`src/sv/eipc_pkg.sv`:
```
// ----------------------------------------------------------------------------
// eipc_pkg: shared types and constants
// Item, result and configuration layouts, opcode and sense-mode codes for the
// external and pin-change interrupt controller.
// ----------------------------------------------------------------------------
package eipc_pkg;

  // Pin and bank counts
  localparam int EXT_PINS      = 2;
  localparam int PC_BANKS      = 3;
  localparam int PC_PINS       = 24;
  localparam int PINS_PER_BANK = 8;
  localparam int BANK_SHIFT    = $clog2(PINS_PER_BANK);

  // Field widths
  localparam int IDX_W   = 5;
  localparam int WV_W    = 8;
  localparam int SENSE_W = 2 * EXT_PINS;
  localparam int BANK_W  = IDX_W - BANK_SHIFT;

  // Event opcodes
  typedef enum logic [1:0] {
    OP_LEVEL  = 2'd0,
    OP_FLAG_WR = 2'd1,
    OP_ACK    = 2'd2,
    OP_NONE   = 2'd3
  } op_t;

  // Pin groups
  typedef enum logic {
    KIND_EXT = 1'b0,
    KIND_PC  = 1'b1
  } kind_t;

  // External pin sense modes
  typedef enum logic [1:0] {
    SENSE_LOW    = 2'd0,
    SENSE_TOGGLE = 2'd1,
    SENSE_FALL   = 2'd2,
    SENSE_RISE   = 2'd3
  } sense_t;

  // Register indexes on the config port
  typedef enum logic [1:0] {
    REG_SENSE  = 2'd0,
    REG_EXT_EN = 2'd1,
    REG_PC_EN  = 2'd2
  } reg_idx_t;

  typedef struct packed {
    logic [SENSE_W-1:0]  sense_control;
    logic [EXT_PINS-1:0] ext_enable_mask;
    logic [PC_PINS-1:0]  pc_enable_mask;
  } cfg_t;

  typedef struct packed {
    op_t              opcode;
    kind_t            pin_kind;
    logic [IDX_W-1:0] pin_index;
    logic             new_level;
    logic [WV_W-1:0]  write_value;
  } item_t;

  typedef struct packed {
    logic [EXT_PINS-1:0] ext_flags;
    logic [PC_BANKS-1:0] pc_flags;
    logic [EXT_PINS-1:0] ext_pending;
    logic [PC_BANKS-1:0] pc_pending;
    logic                fired;
    logic [1:0]          edge_code;
  } result_t;

endpackage

```
`src/sv/eipc_cfg.sv`:
```
// ----------------------------------------------------------------------------
// eipc_cfg: configuration registers
// Bus-side register file for sense modes and enable masks.
// ----------------------------------------------------------------------------
module eipc_cfg import eipc_pkg::*; (
  input  logic        clk,
  input  logic        rst,
  input  logic        psel,
  input  logic        penable,
  input  logic        pwrite,
  input  logic [3:0]  paddr,
  input  logic [31:0] pwdata,
  output logic [31:0] prdata,
  output logic        pready,
  output cfg_t        cfg
);

  logic     wr_en;
  reg_idx_t reg_sel;

  assign pready  = 1'b1;
  assign wr_en   = psel && penable && pwrite && pready;
  assign reg_sel = reg_idx_t'(paddr[3:2]);

  // register writes
  always_ff @(posedge clk) begin
    if (rst) begin
      cfg <= '0;
    end else if (wr_en) begin
      unique case (reg_sel)
        REG_SENSE:  cfg.sense_control   <= pwdata[SENSE_W-1:0];
        REG_EXT_EN: cfg.ext_enable_mask <= pwdata[EXT_PINS-1:0];
        REG_PC_EN:  cfg.pc_enable_mask  <= pwdata[PC_PINS-1:0];
        default: ;
      endcase
    end
  end

  // read mux
  always_comb begin
    prdata = '0;
    unique case (reg_sel)
      REG_SENSE:  prdata = 32'(cfg.sense_control);
      REG_EXT_EN: prdata = 32'(cfg.ext_enable_mask);
      REG_PC_EN:  prdata = 32'(cfg.pc_enable_mask);
      default:    prdata = '0;
    endcase
  end

endmodule

```
`src/sv/eipc_core.sv`:
```
// ----------------------------------------------------------------------------
// eipc_core: interrupt state and event logic
// Holds pin levels, flags and request lines; applies one event per enabled
// cycle and reports the resulting state.
// ----------------------------------------------------------------------------
module eipc_core import eipc_pkg::*; (
  input  logic    clk,
  input  logic    rst,
  input  logic    enable,
  input  item_t   item,
  input  cfg_t    cfg,
  output result_t result
);

  localparam logic [EXT_PINS-1:0] EXT_ONE  = {{(EXT_PINS-1){1'b0}}, 1'b1};
  localparam logic [PC_BANKS-1:0] BANK_ONE = {{(PC_BANKS-1){1'b0}}, 1'b1};
  localparam logic [PC_PINS-1:0]  PIN_ONE  = {{(PC_PINS-1){1'b0}}, 1'b1};

  logic [EXT_PINS-1:0] ext_levels, ext_levels_next;
  logic [PC_PINS-1:0]  pc_levels, pc_levels_next;
  logic [EXT_PINS-1:0] ext_flag_bits, ext_flag_bits_next;
  logic [PC_BANKS-1:0] pc_flag_bits, pc_flag_bits_next;
  logic [EXT_PINS-1:0] ext_request, ext_request_next;
  logic [PC_BANKS-1:0] pc_request, pc_request_next;

  sense_t              sense_mode [EXT_PINS];
  logic [EXT_PINS-1:0] low_held;
  logic [EXT_PINS-1:0] ext_bit;
  logic [PC_PINS-1:0]  pc_bit;
  logic [PC_BANKS-1:0] bank_bit;
  logic [PC_BANKS-1:0] ack_bank_bit;
  logic                ext_ok, pc_ok, bank_ok;
  logic                ext_old, pc_old, trig;
  logic [EXT_PINS-1:0] ext_clr;
  logic [PC_BANKS-1:0] pc_clr;
  logic                fired;
  logic [1:0]          edge_code;

  // per-pin sense mode and held low-level condition
  always_comb begin
    for (int i = 0; i < EXT_PINS; i++) begin
      sense_mode[i] = sense_t'(cfg.sense_control[2*i +: 2]);
      low_held[i]   = (sense_mode[i] == SENSE_LOW) && !ext_levels[i] &&
                      cfg.ext_enable_mask[i];
    end
  end

  // pin / bank selection
  assign ext_ok       = item.pin_index < IDX_W'(EXT_PINS);
  assign pc_ok        = item.pin_index < IDX_W'(PC_PINS);
  assign bank_ok      = item.pin_index < IDX_W'(PC_BANKS);
  assign ext_bit      = ext_ok ? (EXT_ONE << item.pin_index) : '0;
  assign pc_bit       = pc_ok ? (PIN_ONE << item.pin_index) : '0;
  assign bank_bit     = BANK_ONE << item.pin_index[IDX_W-1 -: BANK_W];
  assign ack_bank_bit = bank_ok ? (BANK_ONE << item.pin_index) : '0;
  assign ext_old      = |(ext_levels & ext_bit);
  assign pc_old       = |(pc_levels & pc_bit);

  // external trigger by sense mode of the addressed pin
  always_comb begin
    trig = 1'b0;
    for (int i = 0; i < EXT_PINS; i++) begin
      if (ext_bit[i]) begin
        case (sense_mode[i])
          SENSE_LOW:    trig = !item.new_level;
          SENSE_TOGGLE: trig = item.new_level ^ ext_old;
          SENSE_FALL:   trig = !item.new_level && ext_old;
          SENSE_RISE:   trig = item.new_level && !ext_old;
          default:      trig = 1'b0;
        endcase
        trig = trig && cfg.ext_enable_mask[i];
      end
    end
  end

  // next state for the event
  always_comb begin
    ext_levels_next = ext_levels;
    pc_levels_next  = pc_levels;
    ext_clr         = '0;
    pc_clr          = '0;
    fired           = 1'b0;
    edge_code       = '0;
    ext_flag_bits_next = ext_flag_bits;
    ext_request_next   = ext_request;
    pc_flag_bits_next  = pc_flag_bits;
    pc_request_next    = pc_request;

    unique case (item.opcode)
      OP_LEVEL: begin
        if (item.pin_kind == KIND_EXT) begin
          if (ext_ok) begin
            if (trig) begin
              ext_flag_bits_next = ext_flag_bits | ext_bit;
              ext_request_next   = ext_request | ext_bit;
              fired              = 1'b1;
              edge_code          = {ext_old, item.new_level};
            end
            ext_levels_next = item.new_level ? (ext_levels | ext_bit)
                                             : (ext_levels & ~ext_bit);
          end
        end else if (pc_ok) begin
          if (|(cfg.pc_enable_mask & pc_bit) && (item.new_level ^ pc_old)) begin
            pc_flag_bits_next = pc_flag_bits | bank_bit;
            pc_request_next   = pc_request | bank_bit;
            fired             = 1'b1;
            edge_code         = {pc_old, item.new_level};
          end
          pc_levels_next = item.new_level ? (pc_levels | pc_bit)
                                          : (pc_levels & ~pc_bit);
        end
      end
      OP_FLAG_WR: begin
        if (item.pin_kind == KIND_EXT) ext_clr = item.write_value[EXT_PINS-1:0];
        else                           pc_clr  = item.write_value[PC_BANKS-1:0];
      end
      OP_ACK: begin
        if (item.pin_kind == KIND_EXT) ext_clr = ext_bit;
        else                           pc_clr  = ack_bank_bit;
      end
      default: ;
    endcase

    // clear, or for external pins keep set where a low level still holds
    if (|ext_clr) begin
      ext_flag_bits_next = (ext_flag_bits & ~ext_clr) | (ext_clr & low_held);
      ext_request_next   = (ext_request & ~ext_clr) | (ext_clr & low_held);
    end
    if (|pc_clr) begin
      pc_flag_bits_next = pc_flag_bits & ~pc_clr;
      pc_request_next   = pc_request & ~pc_clr;
    end
  end

  always_ff @(posedge clk) begin
    if (rst) begin
      ext_levels    <= '0;
      pc_levels     <= '0;
      ext_flag_bits <= '0;
      pc_flag_bits  <= '0;
      ext_request   <= '0;
      pc_request    <= '0;
    end else if (enable) begin
      ext_levels    <= ext_levels_next;
      pc_levels     <= pc_levels_next;
      ext_flag_bits <= ext_flag_bits_next;
      pc_flag_bits  <= pc_flag_bits_next;
      ext_request   <= ext_request_next;
      pc_request    <= pc_request_next;
    end
  end

  // report state after the event
  always_comb begin
    result.ext_flags   = ext_flag_bits_next;
    result.pc_flags    = pc_flag_bits_next;
    result.ext_pending = ext_request_next;
    result.pc_pending  = pc_request_next;
    result.fired       = fired;
    result.edge_code   = edge_code;
  end

endmodule

```
`src/sv/external_and_pin_change_interrupt.sv`:
```
// ----------------------------------------------------------------------------
// external_and_pin_change_interrupt: external and pin-change interrupt block
// Stream-in events, stream-out flag and request status.
// ----------------------------------------------------------------------------
// Each input word is one event (pin level change, write-one-to-clear flag
// write, or acknowledge) and yields exactly one output word with the flags,
// request lines and a fire indication. An event is registered on entry and its
// result in the output register; one event is taken every cycle, limited only by
// the output register draining through m_tready. The user must write configuration
// over the APB port only while the block is idle; the block does not enforce it.
module external_and_pin_change_interrupt import eipc_pkg::*; (
  input  logic        clk,
  input  logic        rst,
  // event stream
  input  logic        s_tvalid,
  output logic        s_tready,
  input  logic [15:0] s_tdata,   // pin_index[4:0], new_level[5], write_value[13:6]
  input  logic [2:0]  s_tuser,   // opcode[1:0], pin_kind[2]
  // result stream
  output logic        m_tvalid,
  input  logic        m_tready,
  output logic [15:0] m_tdata,   // ext_flags[1:0], pc_flags[4:2], ext_pending[6:5],
                                 // pc_pending[9:7], fired[10], edge_code[12:11]
  // configuration
  input  logic        psel,
  input  logic        penable,
  input  logic        pwrite,
  input  logic [3:0]  paddr,
  input  logic [31:0] pwdata,
  output logic [31:0] prdata,
  output logic        pready
);

  cfg_t    cfg;
  item_t   item_q;
  logic    in_valid;
  result_t core_res;
  result_t res_q;
  logic    advance;

  eipc_cfg u_cfg (
    .clk     (clk),
    .rst     (rst),
    .psel    (psel),
    .penable (penable),
    .pwrite  (pwrite),
    .paddr   (paddr),
    .pwdata  (pwdata),
    .prdata  (prdata),
    .pready  (pready),
    .cfg     (cfg)
  );

  // stage handshake
  assign advance  = in_valid && (!m_tvalid || m_tready);
  assign s_tready = !in_valid || advance;

  // input register
  always_ff @(posedge clk) begin
    if (rst) begin
      in_valid <= 1'b0;
    end else if (s_tready) begin
      in_valid <= s_tvalid;
    end
  end

  always_ff @(posedge clk) begin
    if (s_tvalid && s_tready) begin
      item_q.opcode      <= op_t'(s_tuser[1:0]);
      item_q.pin_kind    <= kind_t'(s_tuser[2]);
      item_q.pin_index   <= s_tdata[4:0];
      item_q.new_level   <= s_tdata[5];
      item_q.write_value <= s_tdata[13:6];
    end
  end

  eipc_core u_core (
    .clk    (clk),
    .rst    (rst),
    .enable (advance),
    .item   (item_q),
    .cfg    (cfg),
    .result (core_res)
  );

  // result register
  always_ff @(posedge clk) begin
    if (rst) begin
      m_tvalid <= 1'b0;
    end else if (!m_tvalid || m_tready) begin
      m_tvalid <= in_valid;
    end
  end

  always_ff @(posedge clk) begin
    if (advance) begin
      res_q <= core_res;
    end
  end

  assign m_tdata = {3'b000, res_q.edge_code, res_q.fired, res_q.pc_pending,
                    res_q.ext_pending, res_q.pc_flags, res_q.ext_flags};

  // flags and request lines always move together
  assert property (@(posedge clk) disable iff (rst)
    m_tvalid |-> (res_q.ext_flags == res_q.ext_pending))
    else $error("external flag and request lines disagree");

  assert property (@(posedge clk) disable iff (rst)
    m_tvalid |-> (res_q.pc_flags == res_q.pc_pending))
    else $error("pin-change flag and request lines disagree");

  // edge code only reported with a fire
  assert property (@(posedge clk) disable iff (rst)
    (m_tvalid && !res_q.fired) |-> (res_q.edge_code == 2'b00))
    else $error("edge code set without fire");

  // full input stage behind a stalled output blocks the input
  assert property (@(posedge clk) disable iff (rst)
    (in_valid && m_tvalid && !m_tready) |-> !s_tready)
    else $error("input accepted while pipeline is full");

endmodule
```
`config.mk`:
```
export PLATFORM = sky130hd
export DESIGN_NAME = external_and_pin_change_interrupt
export DESIGN_NICKNAME = d
export VERILOG_FILES = /design/src/sv/eipc_pkg.sv /design/src/sv/eipc_cfg.sv /design/src/sv/eipc_core.sv /design/src/sv/external_and_pin_change_interrupt.sv
export SDC_FILE = /design/constraint.sdc
export NUM_CORES = 1
export LEC_CHECK = 0
export BUFFER_PORTS_ARGS = -buffer_cell sky130_fd_sc_hd__buf_2
export CORE_ASPECT_RATIO = 0.6
export CORE_MARGIN = 8
export CORE_UTILIZATION = 40
export DETAILED_ROUTE_END_ITERATION = 7
export HOLD_SLACK_MARGIN = 0.1
export PLACE_DENSITY_LB_ADDON = 0.15
export SYNTH_ARGS = -nofsm -noshare
export SYNTH_HDL_FRONTEND = slang
export SYNTH_SLANG_ARGS = --single-unit
```
`constraint.sdc`:
```
create_clock -name clk -period 4.4 [get_ports clk]
set_clock_uncertainty 0.2 [all_clocks]
set_input_delay 0.88 -clock clk [delete_from_list [all_inputs] [get_ports clk]]
set_output_delay 0.88 -clock clk [all_outputs]
set_load 0.05 [all_outputs]
```
==> impl_metrics.csv <==
group,metric,value,unit
synth,synth_edf_count,25,
critical_path,max_stage_delay,0.56,ns
synth,ys_types,67,
place,dp_hpwl,9670,um
cells_and_area,fillCellCount,1175,
critical_path,worst-setup-path-type,"flop to flop",
timing,tightest_slew,1.05,ns
synth,synthFlopType,"dfxtp_1",
outcome,status,"complete, no violations",
timing,slew_headroom,29.9,%
synth,synthCells,548,
clocking,cts-buffers-inserted,9,
clocking,clk_pin_slew,0.07,ns
critical_path,crit_arrival,3.37,ns
clocking,cts_tree,"done",
drt,drt_iter0_drc,259,
critical_path,slowest_stage,"edfxtp_1",
critical_path,end_kind,"flop",
pwr,p_total,1870,uW
timing,max_freq,300,MHz
timing,finalSetupTns,0,ns
place,dp.cells,771,
critical_path,start_kind,"flop",
grt,antenna_found_initial,0,
floorplanning,ioPinCount,113,
floorplanning,die_area,16300,um^2
synth,syn-mean-instance-area,9.00,um^2
job,maxCapViolCount,0,
critical_path,path_cells,"nor2_1 > and2_1 > a22o_1 > inv_1 > ha_1 > mux4_2 > a32o_1 > a41oi_1 > nor2_1 > o21a_1",
drt,ant_nets,0,
critical_path,cp_num_buf_inv,1,
floorplanning,die-width,159,um
synth,synth_top_area_cell,"dfxtp_1",
floorplanning,start_util,40.9,%
grt,grt_start_max_net_pins,34,
floorplanning,rows,31,
timing,drv_slew,0,
synth,ys_seq_area_share,42.8,%
clocking,clock-sinks,93,
floorplanning,die_y,102,um
cells_and_area,antennaDiodeCount,0,
critical_path,cp.required,4.44,ns
drt,drc,0,
min_path,hold_class,"flop to flop",
critical_path,critical-path-top-delay-family,"compound AO/OA/AOI/OAI gates",
cells_and_area,nets,684,
synth,yosysWarnings,0,
timing,report.final.hold_viol_count,0,
critical_path,r2r_setup_slack,1.07,ns
cells_and_area,fin_area,5690,um^2
drt,wl_per_cell,16.4,um
timing,min_period_over_period,75.7,%
drt,via_per_inst,5.22,
synth,yosysTopAreaCellShare,27.6,%
drt,routed_wl,12900,um
clocking,post_cts.repair.setup_buffers,0,
timing,holdWs,0.258,ns
drt,dr.pass1.iters,5,
place,place_area,5400,um^2
drt,route.vias.total,4105,
synth,ys_top_cells_by_area,"dfxtp_1, edfxtp_1, mux2i_1",
grt,grt_use_total,16.0,%
place,portBuffers,83,
cells_and_area,area_delta_synth_final,15.3,%
floorplanning,coreArea,12100,um^2
synth,synth_seq_cells,93,
grt,grt_pass1_wl,21000,um
timing,rsz0062_at_grt,"no",
synth,syn-cell-area,4930,um^2
clocking,cts_resized,0,
pwr,p_leak,0.00211,uW
pwr,ir_drop,188,uV
timing,layout_min_cycle_time,3.33,ns
clocking,root_buffer,"clkbuf_16",
cells_and_area,layout-drive-gt1-share,22.0,%
timing,setup_viol,0,
clocking,clkLatencyLatePin,0.34,ns
clocking,cts_buffer_depth,2,
place,gp_congestion,0.802,
critical_path,crit_fanout,9,
clocking,htreeDepth,3,
clocking,cts_hold_buf,0,
grt,grt_overflow,0,
critical_path,crit_path_frequent_cell,"nor2_1",
grt,grt_pass1_vias,3970,
synth,async_flop_share,0,%
cells_and_area,finalNonFillerCells,787,
pwr,power.density,329,nW/um^2
==> per-stage QoR <==
stage	util, %	worst slack [ns]
floorplan	-	0.941
global placement	44.7	1.13
detailed placement	44.7	1.08
CTS	47.2	1.08
global route	47.2	0.826
finish	47.2	1.07
==> worst paths after layout <==
path | startpoint | end | cells after the start
min reg2reg | flop | flop | 2
min | flop | flop | 2
max | item_q[13]$_DFFE_PP_ | u_core.ext_flag_bits[1]$_SDFFE_PP0P_ | 10
max reg2reg | item_q[13]$_DFFE_PP_ | u_core.ext_flag_bits[1]$_SDFFE_PP0P_ | 10
==> where the power goes <==
part / internal (uW) / switching [uW] / total (uW)
clock: 443 / 338 / 781
sequential: 894 / 10.5 / 904
combinational: 49.6 / 136 / 186
==> cell families after synthesis <==
logic type,count (synthesis),share of synthesized area (%)
AOI/OAI and AO/OA,111,14.7
other,2,0.152
muxes,37,8.32
DFF,93,42.8
adders and majority gates,5,1.27
buffers and inverters,62,6.95
xor gates and xnor gates,1,0.558
and+or+nand+nor,237,25.2
==> layout by cell type (no fill, tap or decap), types with 3 or more instances in the layout <==
cell type   n
a32oi_1     3
or2_2       5
dfxtp_1    68
nor4b_1     3
buf_4      10
nand3_1    10
edfxtp_1   25
nor3_1      9
conb_1     12
o21a_1      4
mux2i_1    32
o22ai_1     4
nor2b_1     6
ha_1        5
nand3b_1   10
nand2_1    77
mux4_2      3
a21oi_1    48
nor2_1     53
nand2b_1    4
and2_1     25
o211ai_1    3
buf_2      83
o21ai_1     5
or3_1      10
o2111ai_1   3
o21ai_0    21
clkbuf_16   9
inv_1      17
==> worst min-delay path: cells and delay by family, from the launching register on <==
kind / cells / cell delay [ns]
flip-flops: 1 / 0.31
AO/OA/AOI/OAI: 1 / 0.05
AND/OR/NAND/NOR: 1 / 0.05
==> area by class of cell <==
| class | instances | area, um^2 | share of cell area, % |
|---|---|---|---|
| multi-input cells | 403 | 2520 | 44.3 |
| flip-flops and latches | 93 | 2110 | 37.1 |
| repair buffers | 93 | 490 | 8.62 |
| clock buffers | 9 | 225 | 3.96 |
| well taps | 165 | 206 | 3.63 |
| clock inverters | 7 | 71.3 | 1.25 |
| inverters | 17 | 63.8 | 1.12 |
==> synth_stat cells (3+ instances only) <==
master	instances
or2_2	5
inv_1	17
o21a_1	4
o21ai_1	5
o21ai_0	21
mux4_2	3
nand2b_1	4
nand3b_1	10
nor3_1	9
mux2i_1	32
or3_1	10
edfxtp_1	25
o22ai_1	4
buf_4	14
buf_2	7
nor2b_1	6
clkbuf_1	16
a21oi_1	48
nand2_1	77
a32oi_1	3
o2111ai_1	3
nand3_1	10
and2_1	25
dfxtp_1	68
nor4b_1	3
o211ai_1	3
nor2_1	53
buf_6	5
ha_1	5
==> layer usage <==
metal	vias to the layer above	track usage [%]	routed length [um]	share of wire (%)
li1	2038	-	-	-
met1	1950	23.1	6900	53
met2	108	23.1	5290	41
met3	9	4.67	652	5.0
met4	0	3.60	82	0.63
met5	-	0	0	0
Note: power is estimated with default switching activity, not from simulation.
